===== src/design/foe_pkg.sv =====
// Shared constants, codes and types of the frame orientation engine.
package foe_pkg;

    localparam int MAX_WIDTH  = 256;
    localparam int MAX_HEIGHT = 256;

    localparam int DIM_W  = 9;
    localparam int ROW_W  = $clog2(MAX_HEIGHT);
    localparam int COL_W  = $clog2(MAX_WIDTH);
    localparam int ADDR_W = $clog2(MAX_WIDTH * MAX_HEIGHT);
    localparam int CHAN_W = 8;
    localparam int PIX_W  = 3 * CHAN_W;
    localparam int CFG_W  = DIM_W;
    localparam int IDX_W  = 2;

    localparam logic [DIM_W-1:0] MAX_W_DIM = DIM_W'(MAX_WIDTH);
    localparam logic [DIM_W-1:0] MAX_H_DIM = DIM_W'(MAX_HEIGHT);

    localparam logic CMD_LOAD  = 1'b0;
    localparam logic CMD_FETCH = 1'b1;

    typedef enum logic [IDX_W-1:0] {
        CFG_FRAME_WIDTH    = 2'd0,
        CFG_FRAME_HEIGHT   = 2'd1,
        CFG_TRANSFORM_MODE = 2'd2,
        CFG_SWAP_CHANNELS  = 2'd3
    } foe_cfg_idx_t;

    typedef enum logic [1:0] {
        MODE_COPY   = 2'd0,
        MODE_VFLIP  = 2'd1,
        MODE_MIRROR = 2'd2,
        MODE_DECIM  = 2'd3
    } foe_mode_t;

    typedef struct packed {
        logic [DIM_W-1:0] width;
        logic [DIM_W-1:0] height;
        foe_mode_t        mode;
        logic             swap;
    } foe_cfg_t;

    typedef struct packed {
        logic              write;
        logic              read;
        logic [ADDR_W-1:0] addr;
        logic [PIX_W-1:0]  wdata;
        logic              last;
    } foe_mem_req_t;

    function automatic logic [DIM_W-1:0] clamp_dim(input logic [DIM_W-1:0] v,
                                                   input logic [DIM_W-1:0] maxv);
        logic [DIM_W-1:0] r;
        if (v == '0)
        begin
            r = DIM_W'(1);
        end
        else if (v > maxv)
        begin
            r = maxv;
        end
        else
        begin
            r = v;
        end
        return r;
    endfunction

endpackage


===== src/design/foe_sequencer.sv =====
// Load and fetch counters and the frame store address for each command.
module foe_sequencer
(
    input  logic                          clk,
    input  logic                          rst_n,
    input  foe_pkg::foe_cfg_t             cfg,
    input  logic                          accept,
    input  logic                          command,
    input  logic [foe_pkg::CHAN_W-1:0]    in_first,
    input  logic [foe_pkg::CHAN_W-1:0]    in_second,
    input  logic [foe_pkg::CHAN_W-1:0]    in_third,
    output foe_pkg::foe_mem_req_t         req
);
    import foe_pkg::*;

    logic [ADDR_W-1:0]        load_pos_reg, load_pos_next;
    logic [ROW_W-1:0]         row_reg, row_next;
    logic [COL_W-1:0]         col_reg, col_next;

    logic [2*DIM_W-1:0]       total;
    logic [ADDR_W-1:0]        pos_eff;
    logic [ADDR_W:0]          pos_inc;
    logic [DIM_W-1:0]         ow, oh;
    logic [DIM_W-1:0]         row_e, col_e;
    logic                     restart;
    logic [DIM_W-1:0]         sr_w, sc_w;
    logic [ROW_W+DIM_W-1:0]   row_base;
    logic [ROW_W+DIM_W:0]     addr_sum;
    logic                     last;
    logic [PIX_W-1:0]         wdata;

    always_comb
    begin
        total   = {{DIM_W{1'b0}}, cfg.width} * {{DIM_W{1'b0}}, cfg.height};
        pos_eff = ((2*DIM_W)'(load_pos_reg) >= total) ? '0 : load_pos_reg;
        pos_inc = {1'b0, pos_eff} + (ADDR_W+1)'(1);

        if (cfg.mode == MODE_DECIM)
        begin
            ow = (cfg.width + DIM_W'(1)) >> 1;
            oh = (cfg.height + DIM_W'(1)) >> 1;
        end
        else
        begin
            ow = cfg.width;
            oh = cfg.height;
        end

        restart = (DIM_W'(row_reg) >= oh) || (DIM_W'(col_reg) >= ow);
        row_e   = restart ? '0 : DIM_W'(row_reg);
        col_e   = restart ? '0 : DIM_W'(col_reg);

        case (cfg.mode)
            MODE_VFLIP:
            begin
                sr_w = cfg.height - DIM_W'(1) - row_e;
                sc_w = col_e;
            end
            MODE_MIRROR:
            begin
                sr_w = row_e;
                sc_w = cfg.width - DIM_W'(1) - col_e;
            end
            MODE_DECIM:
            begin
                sr_w = row_e << 1;
                sc_w = col_e << 1;
            end
            default:
            begin
                sr_w = row_e;
                sc_w = col_e;
            end
        endcase

        row_base = sr_w[ROW_W-1:0] * cfg.width;
        addr_sum = {1'b0, row_base} + (ROW_W+DIM_W+1)'(sc_w);
        last     = (row_e == oh - DIM_W'(1)) && (col_e == ow - DIM_W'(1));

        if (cfg.swap)
        begin
            wdata = {in_third, in_second, in_first};
        end
        else
        begin
            wdata = {in_first, in_second, in_third};
        end

        load_pos_next = load_pos_reg;
        row_next      = row_reg;
        col_next      = col_reg;
        if (accept && (command == CMD_LOAD))
        begin
            load_pos_next = ((2*DIM_W)'(pos_inc) >= total) ? '0 : pos_inc[ADDR_W-1:0];
        end
        if (accept && (command == CMD_FETCH))
        begin
            if (col_e + DIM_W'(1) >= ow)
            begin
                col_next = '0;
                row_next = (row_e + DIM_W'(1) >= oh) ? '0 : ROW_W'(row_e + DIM_W'(1));
            end
            else
            begin
                col_next = COL_W'(col_e + DIM_W'(1));
                row_next = row_e[ROW_W-1:0];
            end
        end

        req.write = accept && (command == CMD_LOAD);
        req.read  = accept && (command == CMD_FETCH);
        req.addr  = (command == CMD_LOAD) ? pos_eff : addr_sum[ADDR_W-1:0];
        req.wdata = wdata;
        req.last  = last;
    end

    always_ff @(posedge clk or negedge rst_n)
    begin
        if (!rst_n)
        begin
            load_pos_reg <= '0;
            row_reg      <= '0;
            col_reg      <= '0;
        end
        else
        begin
            load_pos_reg <= load_pos_next;
            row_reg      <= row_next;
            col_reg      <= col_next;
        end
    end

endmodule


===== config.mk =====
export PLATFORM = sky130hd
export DESIGN_NAME = foe_sequencer
export DESIGN_NICKNAME = d
export VERILOG_FILES = /design/src/design/foe_pkg.sv /design/src/design/foe_sequencer.sv
export SDC_FILE = /design/constraint.sdc
export NUM_CORES = 1
export LEC_CHECK = 0
export BUFFER_PORTS_ARGS = -buffer_cell sky130_fd_sc_hd__buf_4
export CORE_ASPECT_RATIO = 1.2
export CORE_UTILIZATION = 55
export DETAILED_ROUTE_END_ITERATION = 8
export MAX_ROUTING_LAYER = met4
export PLACE_DENSITY = 0.76
export SYNTH_ARGS = -nofsm -noshare
export SYNTH_HDL_FRONTEND = slang
export SYNTH_SLANG_ARGS = --single-unit

===== constraint.sdc =====
create_clock -name clk -period 19.65 [get_ports clk]
set_input_delay 1.965 -clock clk [delete_from_list [all_inputs] [get_ports clk]]
set_output_delay 1.965 -clock clk [all_outputs]
set_load 0.005 [all_outputs]

==> flow_metrics.tcl <==
set metrics [dict create \
    status "completed" \
    syn_area_mm2 0.0112 \
    ys_seq_area_frac 0.0718 \
    overflow 0 \
    post_cts_resized 0 \
    synth_edf_count 0 \
    cts_max_level 2 \
    whs_ns 0.579 \
    ctsHoldBuffers 0 \
    die_w_um 132 \
    total_power_w 0.00135 \
    dieHeight_um 158 \
    dieArea_mm2 0.0209 \
    synth.net_count 1748 \
    pre_cts_ws_ns 5.46 \
    ys_warn_count 0 \
    rows 56 \
    fp.coreArea_mm2 0.0197 \
    avgSynthCellArea_um2 7.71 \
    worst_skew_pair.late_latency_ns 0.29 \
    cts_max_path_buffers 2 \
    dp_hpwl_um 24100 \
    antenna_found_initial 0 \
    root_buffer "clkbuf_16" \
    hold_class "reg2reg" \
    vias 9944 \
    ff_latch_area_um2 801 \
    drt_first_pass_iters 6 \
    fin_skew_ns 0.00608 \
    wl_per_cell_um 17.4 \
    finalHoldViolCount 0 \
    finalSetupTns_ns 0 \
    multiInputGateArea_mm2 0.00923 \
    netlist_instances 1447 \
    routabilityCongestion 0.963 \
    critPathRequiredTime_ns 17.68 \
    worst-setup-path-type "in2out" \
    clkTransAtPathRegs_ns 0.05 \
    fill_cells 1811 \
    setup_viol_count_final 0 \
    synth_ff_type "dfrtp_1" \
    drt-initial-drc-count 604 \
    cellPowerDensity_mw_per_mm2 114 \
    numCtsBuffers 5 \
    worst_path_max_delay_cell "and2_1" \
    placed_area_mm2 0.0117 \
    rsz0062_at_grt "false" \
    max_stage_delay_ns 0.65 \
    slew_headroom 0.309 \
    grt_pass1_vias 10300 \
    io_pins 92 \
    cts.sinks 32 \
    synthDistinctLibCells 79 \
    min_period_ns 14.22 \
    wl_um 29900 \
    cp.arrival_ns 12.25 \
    grt_max_degree 37 \
    initial_core_util 0.567 \
    cpMostUsedCell "a21oi_1" \
    end_kind "output pin" \
    crit_family "adder cells" \
    detail-route-antenna-nets 0 \
    drive_above_1_share 0.0880 \
    io_buffers 75 \
    vias_per_cell 5.79 \
    fin_crit_sh 0.723 \
    grt_pass1_wl_um 50100 \
    nets 1756 \
    diodes 0 \
    cp.buffers_inverters 6 \
    area_growth_pct 6.41 \
    crit_path_start_kind "input port" \
    cts_tree "yes" \
    irDropWorstVdd_v 0.0000792 \
    clock.fmax_ghz 0.0703 \
    setup_ws_ns 5.43 \
    post_cts_buffers 0 \
    largest_reg_flops 16 \
    stdcell_area_mm2 0.0119 \
    tightest_slew_ns 1.03 \
    p_leak_nw 6.00 \
    drv_slew 0 \
    cp_max_fo 35 \
    ys_ff_latch 32 \
    grt_use_total 0.308 \
    drc 0 \
    maxCapViolations 0 \
    async_reset_ff_frac 1.00 \
]
-- final cells by class --
cell class | instances | share of cell area
timing repair buffer | 78 | 0.0493
tap | 261 | 0.0275
inverter | 209 | 0.0661
clock buffer | 7 | 0.0129
sequential | 32 | 0.0674
multi-input combinational | 1129 | 0.777
-- power breakdown --
| group | switching (W) | internal [W] | total [W] |
|---|---|---|---|
| registers | 0.0000289 | 0.0000772 | 0.000106 |
| clock network | 0.0000316 | 0.0000532 | 0.0000848 |
| logic | 0.000649 | 0.000512 | 0.00116 |
| total | 0.000709 | 0.000643 | 0.00135 |
-- worst paths after layout --
check / start / end / slack, ns / cells past startpoint
worst max-delay path: cfg[1] / req[40] / 5.43 / 42
worst min-delay path: load_pos_reg[13] / load_pos_reg[13] / 0.58 / 1
worst max register to register: load_pos_reg[0] / load_pos_reg[11] / 12.69 / 31
worst min register to register: load_pos_reg[13] / load_pos_reg[13] / 0.58 / 1
max in group asynchronous: rst_n / row_reg[5] / 17.66 / 1
min in group asynchronous: rst_n / load_pos_reg[0] / 1.63 / 1
-- logic make-up (layout without fill, tap and decap cells) --
family,after synthesis,in the layout,synth area share
flip-flops,32,32,0.0718
buffers and inverters,286,294,0.102
AO/OA/AOI/OAI,274,274,0.163
AND/OR/NAND/NOR,480,480,0.210
XOR/XNOR,90,90,0.0706
adder cells (fa/ha/maj),257,257,0.356
multiplexers,28,28,0.0270
-- placed cells by master, fill, tap and decap left out, types with 8 or more instances in the layout --
master    instances
a21o_1           31
a21oi_1          68
a31oi_1          10
and2_1           89
and3_1           11
buf_4            78
dfrtp_1          32
fa_1            102
ha_1            150
inv_1           208
mux2_2           17
mux2i_1          11
nand2_1         187
nand2b_1         10
nand3_1          49
nand4_1          10
nor2_1           70
nor3_1           13
o211ai_1          8
o21ai_0          56
o21ai_1          12
o21bai_1         12
xnor2_1          67
xor2_1           23
-- cells in the mapped netlist (all sizes together) (4+ instances only) --
master,n,share of area
o21a,7,0.0047
mux2i,11,0.0099
nand3,51,0.024
or3,7,0.0039
a21boi,5,0.0037
o31ai,10,0.0089
a21oi,74,0.036
nand2,188,0.063
nand4,10,0.0056
fa,102,0.18
o211ai,8,0.0054
o21ai,69,0.031
a31oi,10,0.0056
nor2,71,0.024
nor3,15,0.0082
dfrtp,32,0.072
maj3,5,0.0048
nand3b,5,0.0034
clkbuf,55,0.019
inv,208,0.070
xnor2,67,0.053
buf,22,0.013
nand2b,10,0.0056
a211oi,5,0.0038
o21bai,12,0.0081
xor2,23,0.018
a32o,6,0.0054
ha,150,0.17
a22o,7,0.0055
mux2,17,0.017
and3,11,0.0062
o41ai,4,0.0031
o221ai,4,0.0031
a211o,4,0.0031
nor4,4,0.0028
and2,91,0.051
nor2b,7,0.0039
a21o,31,0.021
-- layer usage --
metal  wire, µm  global-route usage  vias to the layer above
li1           -                   -                     4796
met1      11900               0.342                     4759
met2      15400               0.568                      309
met3       1550              0.0333                       80
met4       1060               0.117                        0
met5          0                   -                        -
-- stage by stage --
stage,cells,utilization
final,1716,0.603
after global routing,1716,0.603
after CTS,1716,0.603
after detailed placement,1709,0.595
after global placement,1709,0.595
after floorplan,1447,-
No activity file was read; power rests on OpenSTA's default activity.
